## config.mk

```make
export PLATFORM = sky130hd
export DESIGN_NAME = hsha_ctrl
export DESIGN_NICKNAME = d
export VERILOG_FILES = /design/src/design/hsha_pkg.sv /design/src/design/hsha_ctrl.sv
export VERILOG_INCLUDE_DIRS = /design/src /design/src/design
export SDC_FILE = /design/constraint.sdc
export NUM_CORES = 1
export LEC_CHECK = 0
export BUFFER_PORTS_ARGS = -buffer_cell sky130_fd_sc_hd__buf_2
export CORE_MARGIN = 1.5
export CORE_UTILIZATION = 25
export DETAILED_ROUTE_END_ITERATION = 8
export GPL_TIMING_DRIVEN = 0
export PLACE_DENSITY = 0.46
export SLEW_MARGIN = 20
export SYNTH_ARGS = -nofsm -noshare
export SYNTH_HDL_FRONTEND = slang
export SYNTH_SLANG_ARGS = --single-unit
```

## constraint.sdc

```tcl
create_clock -name clock -period 2.1 [get_ports clock]
set_clock_uncertainty 0.1 [all_clocks]
set_input_delay 0.42 -clock clock [delete_from_list [all_inputs] [get_ports clock]]
set_output_delay 0.42 -clock clock [all_outputs]
set_load 0.005 [all_outputs]
```

## src/design/assert_macros.svh

```systemverilog
// ----------------------------------------------------------------------------
// Assertion macros
// Shared concurrent assertion forms for the SHA-256 engine.
// ----------------------------------------------------------------------------
`ifndef ASSERT_MACROS_SVH
`define ASSERT_MACROS_SVH
// Same-cycle implication, disabled while reset is high.
`define HSHA_ASSERT_IMPL(lbl, clk, rst, ante, cons) \
   lbl: assert property (@(posedge clk) disable iff (rst) (ante) |-> (cons)) \
      else $error("hsha assertion failed");
// Next-cycle implication, disabled while reset is high.
`define HSHA_ASSERT_NEXT(lbl, clk, rst, ante, cons) \
   lbl: assert property (@(posedge clk) disable iff (rst) (ante) |=> (cons)) \
      else $error("hsha assertion failed");
`endif

```

## src/design/hsha_pkg.sv

```systemverilog
// ----------------------------------------------------------------------------
// hsha_pkg
// Types, constants and round functions shared by the SHA-256 engine.
// ----------------------------------------------------------------------------
package hsha_pkg;

   localparam logic KIND_KEY = 1'b0;
   localparam logic KIND_MSG = 1'b1;

   localparam logic [31:0] IPAD_WORD = 32'h3636_3636;
   localparam logic [31:0] OPAD_WORD = 32'h5c5c_5c5c;
   localparam logic [31:0] PAD_WORD  = 32'h8000_0000;
   localparam logic [31:0] OUTER_BITS = 32'd768;
   localparam logic [7:0]  PAD_BYTE  = 8'h80;

   localparam logic [31:0] IV_VAL [8] = '{
      32'h6a09e667, 32'hbb67ae85, 32'h3c6ef372, 32'ha54ff53a,
      32'h510e527f, 32'h9b05688c, 32'h1f83d9ab, 32'h5be0cd19
   };

   typedef enum logic [3:0] {
      OP_NONE, OP_LATCH, OP_START, OP_APPEND, OP_CINIT, OP_ROUND, OP_ADD,
      OP_CLOSE, OP_KEYPLAIN, OP_PAD, OP_LEN, OP_KEYHASH, OP_OPAD, OP_OUTER,
      OP_IV
   } op_type;

   typedef enum logic [3:0] {
      ST_IDLE, ST_START, ST_APPEND, ST_FINCHK, ST_KEYST, ST_PAD, ST_LEN,
      ST_DONE, ST_OUTER, ST_CINIT, ST_ROUND, ST_ADD, ST_SEND
   } state_type;

   typedef struct packed {
      op_type     op;
      logic [1:0] widx;
   } cmd_type;

   typedef struct packed {
      logic new_stream;
      logic kind;
      logic hmac_mode;
      logic msg_hmac;
      logic full;
      logic ovf;
      logic left_zero;
      logic fin;
      logic p_hi;
      logic round_last;
   } status_type;

   function automatic logic [31:0] rotr(input logic [31:0] x, input int n);
      return (x >> n) | (x << (32 - n));
   endfunction

   function automatic logic [31:0] bsig0(input logic [31:0] x);
      return rotr(x, 2) ^ rotr(x, 13) ^ rotr(x, 22);
   endfunction

   function automatic logic [31:0] bsig1(input logic [31:0] x);
      return rotr(x, 6) ^ rotr(x, 11) ^ rotr(x, 25);
   endfunction

   function automatic logic [31:0] ssig0(input logic [31:0] x);
      return rotr(x, 7) ^ rotr(x, 18) ^ (x >> 3);
   endfunction

   function automatic logic [31:0] ssig1(input logic [31:0] x);
      return rotr(x, 17) ^ rotr(x, 19) ^ (x >> 10);
   endfunction

   function automatic logic [31:0] round_k(input logic [5:0] t);
      logic [31:0] k;
      unique case (t)
         6'd0:  k = 32'h428a2f98;  6'd1:  k = 32'h71374491;
         6'd2:  k = 32'hb5c0fbcf;  6'd3:  k = 32'he9b5dba5;
         6'd4:  k = 32'h3956c25b;  6'd5:  k = 32'h59f111f1;
         6'd6:  k = 32'h923f82a4;  6'd7:  k = 32'hab1c5ed5;
         6'd8:  k = 32'hd807aa98;  6'd9:  k = 32'h12835b01;
         6'd10: k = 32'h243185be;  6'd11: k = 32'h550c7dc3;
         6'd12: k = 32'h72be5d74;  6'd13: k = 32'h80deb1fe;
         6'd14: k = 32'h9bdc06a7;  6'd15: k = 32'hc19bf174;
         6'd16: k = 32'he49b69c1;  6'd17: k = 32'hefbe4786;
         6'd18: k = 32'h0fc19dc6;  6'd19: k = 32'h240ca1cc;
         6'd20: k = 32'h2de92c6f;  6'd21: k = 32'h4a7484aa;
         6'd22: k = 32'h5cb0a9dc;  6'd23: k = 32'h76f988da;
         6'd24: k = 32'h983e5152;  6'd25: k = 32'ha831c66d;
         6'd26: k = 32'hb00327c8;  6'd27: k = 32'hbf597fc7;
         6'd28: k = 32'hc6e00bf3;  6'd29: k = 32'hd5a79147;
         6'd30: k = 32'h06ca6351;  6'd31: k = 32'h14292967;
         6'd32: k = 32'h27b70a85;  6'd33: k = 32'h2e1b2138;
         6'd34: k = 32'h4d2c6dfc;  6'd35: k = 32'h53380d13;
         6'd36: k = 32'h650a7354;  6'd37: k = 32'h766a0abb;
         6'd38: k = 32'h81c2c92e;  6'd39: k = 32'h92722c85;
         6'd40: k = 32'ha2bfe8a1;  6'd41: k = 32'ha81a664b;
         6'd42: k = 32'hc24b8b70;  6'd43: k = 32'hc76c51a3;
         6'd44: k = 32'hd192e819;  6'd45: k = 32'hd6990624;
         6'd46: k = 32'hf40e3585;  6'd47: k = 32'h106aa070;
         6'd48: k = 32'h19a4c116;  6'd49: k = 32'h1e376c08;
         6'd50: k = 32'h2748774c;  6'd51: k = 32'h34b0bcb5;
         6'd52: k = 32'h391c0cb3;  6'd53: k = 32'h4ed8aa4a;
         6'd54: k = 32'h5b9cca4f;  6'd55: k = 32'h682e6ff3;
         6'd56: k = 32'h748f82ee;  6'd57: k = 32'h78a5636f;
         6'd58: k = 32'h84c87814;  6'd59: k = 32'h8cc70208;
         6'd60: k = 32'h90befffa;  6'd61: k = 32'ha4506ceb;
         6'd62: k = 32'hbef9a3f7;  6'd63: k = 32'hc67178f2;
         default: k = 32'h0;
      endcase
      return k;
   endfunction

endpackage

```

## src/design/hsha_ctrl.sv

```systemverilog
// ----------------------------------------------------------------------------
// hsha_ctrl
// Sequencer for byte appending, padding, compression and digest output.
// ----------------------------------------------------------------------------
`include "assert_macros.svh"

module hsha_ctrl
   import hsha_pkg::*;
(
   input  logic       clock,
   input  logic       reset,
   input  logic       req_valid,
   output logic       req_ready,
   output logic       rsp_valid,
   input  logic       rsp_ready,
   input  status_type st,
   output cmd_type    cmd
);

   state_type  state_ff, state_in;
   state_type  ret_ff, ret_in;
   logic [1:0] widx_ff, widx_in;
   logic       outer_ff, outer_in;

   always_ff @(posedge clock) begin
      if (reset) begin
         state_ff <= ST_IDLE;
         ret_ff   <= ST_IDLE;
         widx_ff  <= '0;
         outer_ff <= 1'b0;
      end else begin
         state_ff <= state_in;
         ret_ff   <= ret_in;
         widx_ff  <= widx_in;
         outer_ff <= outer_in;
      end
   end

   always_comb begin
      state_in  = state_ff;
      ret_in    = ret_ff;
      widx_in   = widx_ff;
      outer_in  = outer_ff;
      cmd.op    = OP_NONE;
      cmd.widx  = widx_ff;
      req_ready = 1'b0;
      rsp_valid = 1'b0;
      unique case (state_ff)
         ST_IDLE: begin
            req_ready = 1'b1;
            outer_in  = 1'b0;
            if (req_valid) begin
               cmd.op   = OP_LATCH;
               state_in = st.new_stream ? ST_START : ST_APPEND;
            end
         end
         ST_START: begin
            cmd.op = OP_START;
            if ((st.kind == KIND_MSG) && st.hmac_mode) begin
               ret_in   = ST_APPEND;
               state_in = ST_CINIT;
            end else begin
               state_in = ST_APPEND;
            end
         end
         ST_APPEND: begin
            if (st.left_zero) begin
               state_in = ST_FINCHK;
            end else if (st.full) begin
               ret_in   = ST_APPEND;
               state_in = ST_CINIT;
            end else begin
               cmd.op = OP_APPEND;
            end
         end
         ST_FINCHK: begin
            if (!st.fin) begin
               state_in = ST_IDLE;
            end else begin
               cmd.op = OP_CLOSE;
               if ((st.kind == KIND_KEY) && !st.ovf) begin
                  state_in = ST_KEYST;
               end else if (st.full) begin
                  ret_in   = ST_PAD;
                  state_in = ST_CINIT;
               end else begin
                  state_in = ST_PAD;
               end
            end
         end
         ST_KEYST: begin
            cmd.op   = OP_KEYPLAIN;
            state_in = ST_IDLE;
         end
         ST_PAD: begin
            cmd.op   = OP_PAD;
            ret_in   = st.p_hi ? ST_LEN : ST_DONE;
            state_in = ST_CINIT;
         end
         ST_LEN: begin
            cmd.op   = OP_LEN;
            ret_in   = ST_DONE;
            state_in = ST_CINIT;
         end
         ST_DONE: begin
            if (st.kind == KIND_KEY) begin
               cmd.op   = OP_KEYHASH;
               state_in = ST_IDLE;
            end else if (st.msg_hmac && !outer_ff) begin
               cmd.op   = OP_OPAD;
               outer_in = 1'b1;
               ret_in   = ST_OUTER;
               state_in = ST_CINIT;
            end else begin
               state_in = ST_SEND;
            end
         end
         ST_OUTER: begin
            cmd.op   = OP_OUTER;
            ret_in   = ST_SEND;
            state_in = ST_CINIT;
         end
         ST_CINIT: begin
            cmd.op   = OP_CINIT;
            state_in = ST_ROUND;
         end
         ST_ROUND: begin
            cmd.op = OP_ROUND;
            if (st.round_last) begin
               state_in = ST_ADD;
            end
         end
         ST_ADD: begin
            cmd.op   = OP_ADD;
            state_in = ret_ff;
         end
         ST_SEND: begin
            rsp_valid = 1'b1;
            if (rsp_ready) begin
               widx_in = widx_ff + 2'd1;
               if (widx_ff == 2'd3) begin
                  cmd.op   = OP_IV;
                  state_in = ST_IDLE;
               end
            end
         end
         default: begin
            state_in = ST_IDLE;
         end
      endcase
   end

   `HSHA_ASSERT_IMPL(a_no_req_while_rsp, clock, reset, rsp_valid, !req_ready)
   `HSHA_ASSERT_NEXT(a_rounds_continue, clock, reset,
      (state_ff == ST_ROUND) && !st.round_last, state_ff == ST_ROUND)
   `HSHA_ASSERT_NEXT(a_last_word_idle, clock, reset,
      rsp_valid && rsp_ready && (widx_ff == 2'd3), (state_ff == ST_IDLE) && (widx_ff == 2'd0))

endmodule

```

==> run metrics, run 1 <==
Final min period 2021 ps; gpl congestion 0.8517; #FFs+latches synth 11; synth unique cells 46; initial antenna violation count 0; Worst Hold Class input port to flop; Initial Util 26.44%; share of layout cells above drive strength 1 25.75%; CP Data Required Time 1580 ps; total power draw 1.377 mW; crit path from state_ff[2]; Post-CTS Setup Inserts 0; Synth Instances 143; CTS Hold Bufs 0; Die ar. 4345 um^2; Worst path top cell family by delay simple AND/OR/NAND/NOR gates; MaxCap Viol Count 0; Post-Syn Area 989.7 um^2; pre-CTS setup slack -164.6 ps; Critical Path End Type output port; crit path DAT 1500 ps; ANT cells 0; slowest stage delay, CP 330 ps; cts bufs inserted 3; post-synthesis sequential area ratio 22.25%; setup_tns 0 ps; vias in the first global route 1117; first-pass GRT wire length 5140 um; Worst VDD drop 0.2612 mV; Sink Count 11; Leakage 0.4900 nW; vias 1202; input/output buffers 21; number of synthesized flops with an enable pin 0; CTS tree built; Die Y 65.92 um; maximum clock path buffer count 2; status completed; vias per cell 5.591; Detailed Place HPWL 2424 um; FF-to-FF End ret_ff[0]; max_slew headroom 75.54%; Max Fclk 494.8 MHz; latest clock arrival within the worst-skew pair 240 ps; worst slew pin tran 357.7 ps; final hold slack 350.2 ps; end of the critical path cmd[4]; worst-case reg-to-reg path depth 6; CP Launch Type flop; DRC viols 0; final worst slack 79.08 ps; CP Max Fanout 10; Slew Viols, Final 0; Final Non-Filler Cells 215; Setup Crit Path Kind flop to output port; Die Wd 65.92 um; global route overflow 0; crit path buf inv count 2; ys async rst share 0%; synth-to-layout area growth 26.93%; IO Pins 22; ANT nets after route 0; Synth Flop Type dfxtp_1; CTS H-tree depth 1; Final Hold Fails 0; Ys Warns 0; Clock transition at path regs 60 ps; crit-path cells buf_6, and4bb_2, a31oi_2, nand3_1, buf_2; all-layer global routing usage 15.29%; reg2reg setup slack 320 ps; number of core rows 22; initial drt markers 74; slowest stage cell, crit path dfxtp_1; Setup violations, final 0; Post-Syn Area per Cell 6.921 um^2; fin nets 183; fin crit share 96.23%; commonest non-fill, non-tap cell in the layout buf_2; syn_nets 158; CP Depth 5; core area 3744 um^2; clk root buf clkbuf_8; largest net degree at the start of global routing 20; drt wl/cell 14.41 um; commonest cells after routing, fill and taps aside buf_2, nand2_1, a21oi_1, nor2_1, nand3_1; drt pass-1 iters 4; Detailed Route WL 3099 um; dpl cells 212; Power Density 1097 nW/um^2; Crit Reg-Reg Startpoint state_ff[0]
worst min-delay path by stage:
stage	from	endpoint	slack, ps	depth (start not counted)
6_report	reset	widx_ff[1]	350	2
5_1_grt	reset	ret_ff[2]	370	2
4_1_cts	reset	ret_ff[2]	360	2
3_5_place_dp	ret_ff[1]	ret_ff[1]	350	2
3_3_place_gp	ret_ff[1]	ret_ff[1]	360	2
2_1_floorplan	ret_ff[0]	ret_ff[0]	330	2
report_power, final:
part / switching, mW / internal (mW)
Combinational: 0.471 / 0.364
Clock: 0.0866 / 0.134
Sequential: 0.0598 / 0.262
final cells by class:
cell class                 count  area (um^2)
multi-input combinational    119        721.9
tap                           48        60.06
fill                         429         2487
inverter                       4        15.01
sequential                    11        226.5
buffer                         8        82.58
clock buffer                   4        45.04
timing repair buffer          21        105.1
worst register-to-register path, cell delays in order, from the launching register on:
cell and delay, ps:
dfxtp_2 400, buf_4 250, nor3_1 80, o21ai_1 140, nand4_2 150, or4_1 500
o21ai_1 80
cell usage after synthesis (all sizes together), types with 2 or more instances:
cell type,number,share of area [%]
a211oi,3,2.3
nor2,14,5.6
nand3,10,5.1
nand3b,2,1.5
a31oi,5,3.2
a32oi,2,2.5
nand2b,6,3.8
inv,4,1.5
o21ai,11,5.6
a21oi,13,6.6
a22oi,2,1.5
nor3,4,2.0
dfxtp,11,22
nor2b,6,3.8
o211ai,2,1.5
nand2,15,5.7
buf,8,4.0
a2bb2oi,2,1.8
sequential cells by signal (all words and copies together), names as in the netlist:
| signal | cells |
|---|---|
| widx_ff | 2 |
| ret_ff | 4 |
| state_ff | 4 |
| outer_ff | 1 |
logic make-up after synthesis:
kind of cell               synth area share, %
adders and majority gates                1.264
muxes                                    1.011
buffers and inverters                    5.941
DFF                                      22.25
xor gates and xnor gates                0.8851
AOI/OAI and AO/OA                        33.76
and+or+nand+nor                          34.90
layer usage:
metal / global-route usage [%] / up-vias / share of wire, %
li1: - / 583 / -
met5: 0 / - / 0
met3: 3.578 / 4 / 7.0
met4: 5.208 / 0 / 1.1
met1: 20.29 / 568 / 47
met2: 24.12 / 47 / 44
per-stage QoR:
step | utilization, % | area (um^2)
final | 33.56 | 1256
after global routing | 33.56 | 1256
after CTS | 32.62 | 1221
after detailed placement | 30.85 | 1155
after global placement | 30.85 | 1155
after floorplan | - | 989.7
timing repair:
item                       CTS  global route
cloned                       0             0
resized for setup           12            12
setup endpoints to repair    5             5
(Power assumes the default switching activity.)
==> inputs of run 2 (changes only) <==
--- a/config.mk
+++ b/config.mk
@@ -12,6 +12,7 @@
 export DETAILED_ROUTE_END_ITERATION = 8
 export GPL_TIMING_DRIVEN = 0
 export PLACE_DENSITY = 0.46
+export RECOVER_POWER = 100
 export SLEW_MARGIN = 20
 export SYNTH_ARGS = -nofsm -noshare
 export SYNTH_HDL_FRONTEND = slang
==> run metrics, run 2 (synthesis gave the netlist of run 1 again) <==
crit path buf inv count 2; Worst Hold Class input port to flop; worst slew pin tran 392.4 ps; Flop pwr share 23.4%; IO Pins 22; slowest stage cell, crit path dfxtp_1; first-pass GRT wire length 5140 um; reg2reg setup slack 320 ps; vias in the first global route 1117; largest net degree at the start of global routing 20; cts bufs inserted 3; total power draw 1.384 mW; Critical Path End Type output port; synth-to-layout area growth 26.80%; fin crit share 96.75%; DRC viols 0; setup_tns 0 ps; fin util 33.52%; status completed; CTS tree built; Detailed Route WL 3123 um; maximum clock path buffer count 2; number of core rows 22; Die ar. 4345 um^2; slowest stage delay, CP 330 ps; Die Wd 65.92 um; Clock transition at path regs 60 ps; Worst VDD drop 0.2622 mV; biggest regs ret_ff (4), state_ff (4), widx_ff (2); commonest non-fill, non-tap cell in the layout buf_2; Power Density 1103 nW/um^2; ANT cells 0; latest clock arrival within the worst-skew pair 240 ps; CTS H-tree depth 1; Sw Pwr 623.8 uW; MaxCap Viol Count 0; Sink Count 11; crit-path cells buf_6, and4bb_1, a31oi_2, nand3_1, buf_2; Setup violations, final 0; Hold Path Depth 2; share of layout cells above drive strength 1 24.55%; Final min period 2032 ps; Post-CTS Setup Inserts 0; CP Launch Type flop; Crit Reg-Reg Startpoint state_ff[0]; drt wl/cell 14.53 um; commonest cells after routing, fill and taps aside buf_2, nand2_1, a21oi_1, nor2_1, nand3_1; max_slew headroom 73.42%; Die Y 65.92 um; drt pass-1 iters 4; vias per cell 5.502; input/output buffers 21; all-layer global routing usage 15.29%; Worst path top cell family by delay simple AND/OR/NAND/NOR gates; Final Hold Fails 0; vias 1183; global route overflow 0; initial antenna violation count 0; Net Sw Frac 45.08%; ANT nets after route 0; Setup Crit Path Kind flop to output port; CP Data Required Time 1580 ps; initial drt markers 95; internal power 760.0 uW; clk root buf clkbuf_8; Leakage 0.4884 nW; fin nets 183; Initial Util 26.44%; CP Max Fanout 10; crit path from state_ff[2]; FF-to-FF End ret_ff[0]; combinational share of power 60.6%; Max Fclk 492.2 MHz; Clock power frac 16.0%; core area 3744 um^2; crit path DAT 1510 ps; Slew Viols, Final 0; Worst Hold Launch reset; end of the critical path cmd[4]; Detailed Place HPWL 2424 um; gpl congestion 0.8517; worst-case reg-to-reg path depth 6; CP Depth 5
## run 2: cell counts in the layout (fill, tap and decap cells not counted)
No cell type changed its count.
## run 2: power by group through the flow
stage	clock [mW]	sequential, mW	combinational, mW
floorplan	0	0.291	0.591
global placement	0	0.315	0.801
detailed placement	0	0.315	0.796
CTS	0.230	0.315	0.811
global route	0.244	0.328	0.922
finish	0.222	0.323	0.839
## run 2: worst min-delay path by stage
stage                  to  slack, ps
3_5_place_dp    ret_ff[1]        350
5_1_grt         ret_ff[2]        370
6_report       widx_ff[1]        350
3_3_place_gp    ret_ff[1]        360
2_1_floorplan   ret_ff[0]        330
4_1_cts         ret_ff[2]        360
## run 2: what timing repair did
action / CTS / global route
endpoints found under the hold margin: 0 / 0
hold buffers: 0 / 0
setup endpoints to repair: 5 / 5
gates resized for setup: 12 / 12
## run 2: cell type report
type	count	area [um^2]
buffer	8	82.58
clock buffer	4	45.04
fill	430	2489
inverter	4	15.01
multi-input combinational	119	721.9
sequential	11	226.5
tap	48	60.06
timing repair buffer	21	103.9
## run 2: per-stage QoR
| stage | worst slack [ps] | std cells | area (um^2) | hold slack [ps] |
|---|---|---|---|---|
| 2_1_floorplan | 276.0 | 143 | 989.7 | 328.4 |
| 3_3_place_gp | -144.3 | 212 | 1155 | 356.5 |
| 3_5_place_dp | -164.6 | 212 | 1155 | 352.5 |
| 4_1_cts | 1.242 | 215 | 1221 | 355.1 |
| 5_1_grt | -4.388 | 215 | 1255 | 370.2 |
| 6_report | 68.20 | 215 | 1255 | 345.2 |
## run 2: metal layers
layer  track usage (%)  routed length [um]
met5                 0                   0
met4             5.208                  34
met3             3.578                 203
met2             24.12                1372
met1             20.29                1513
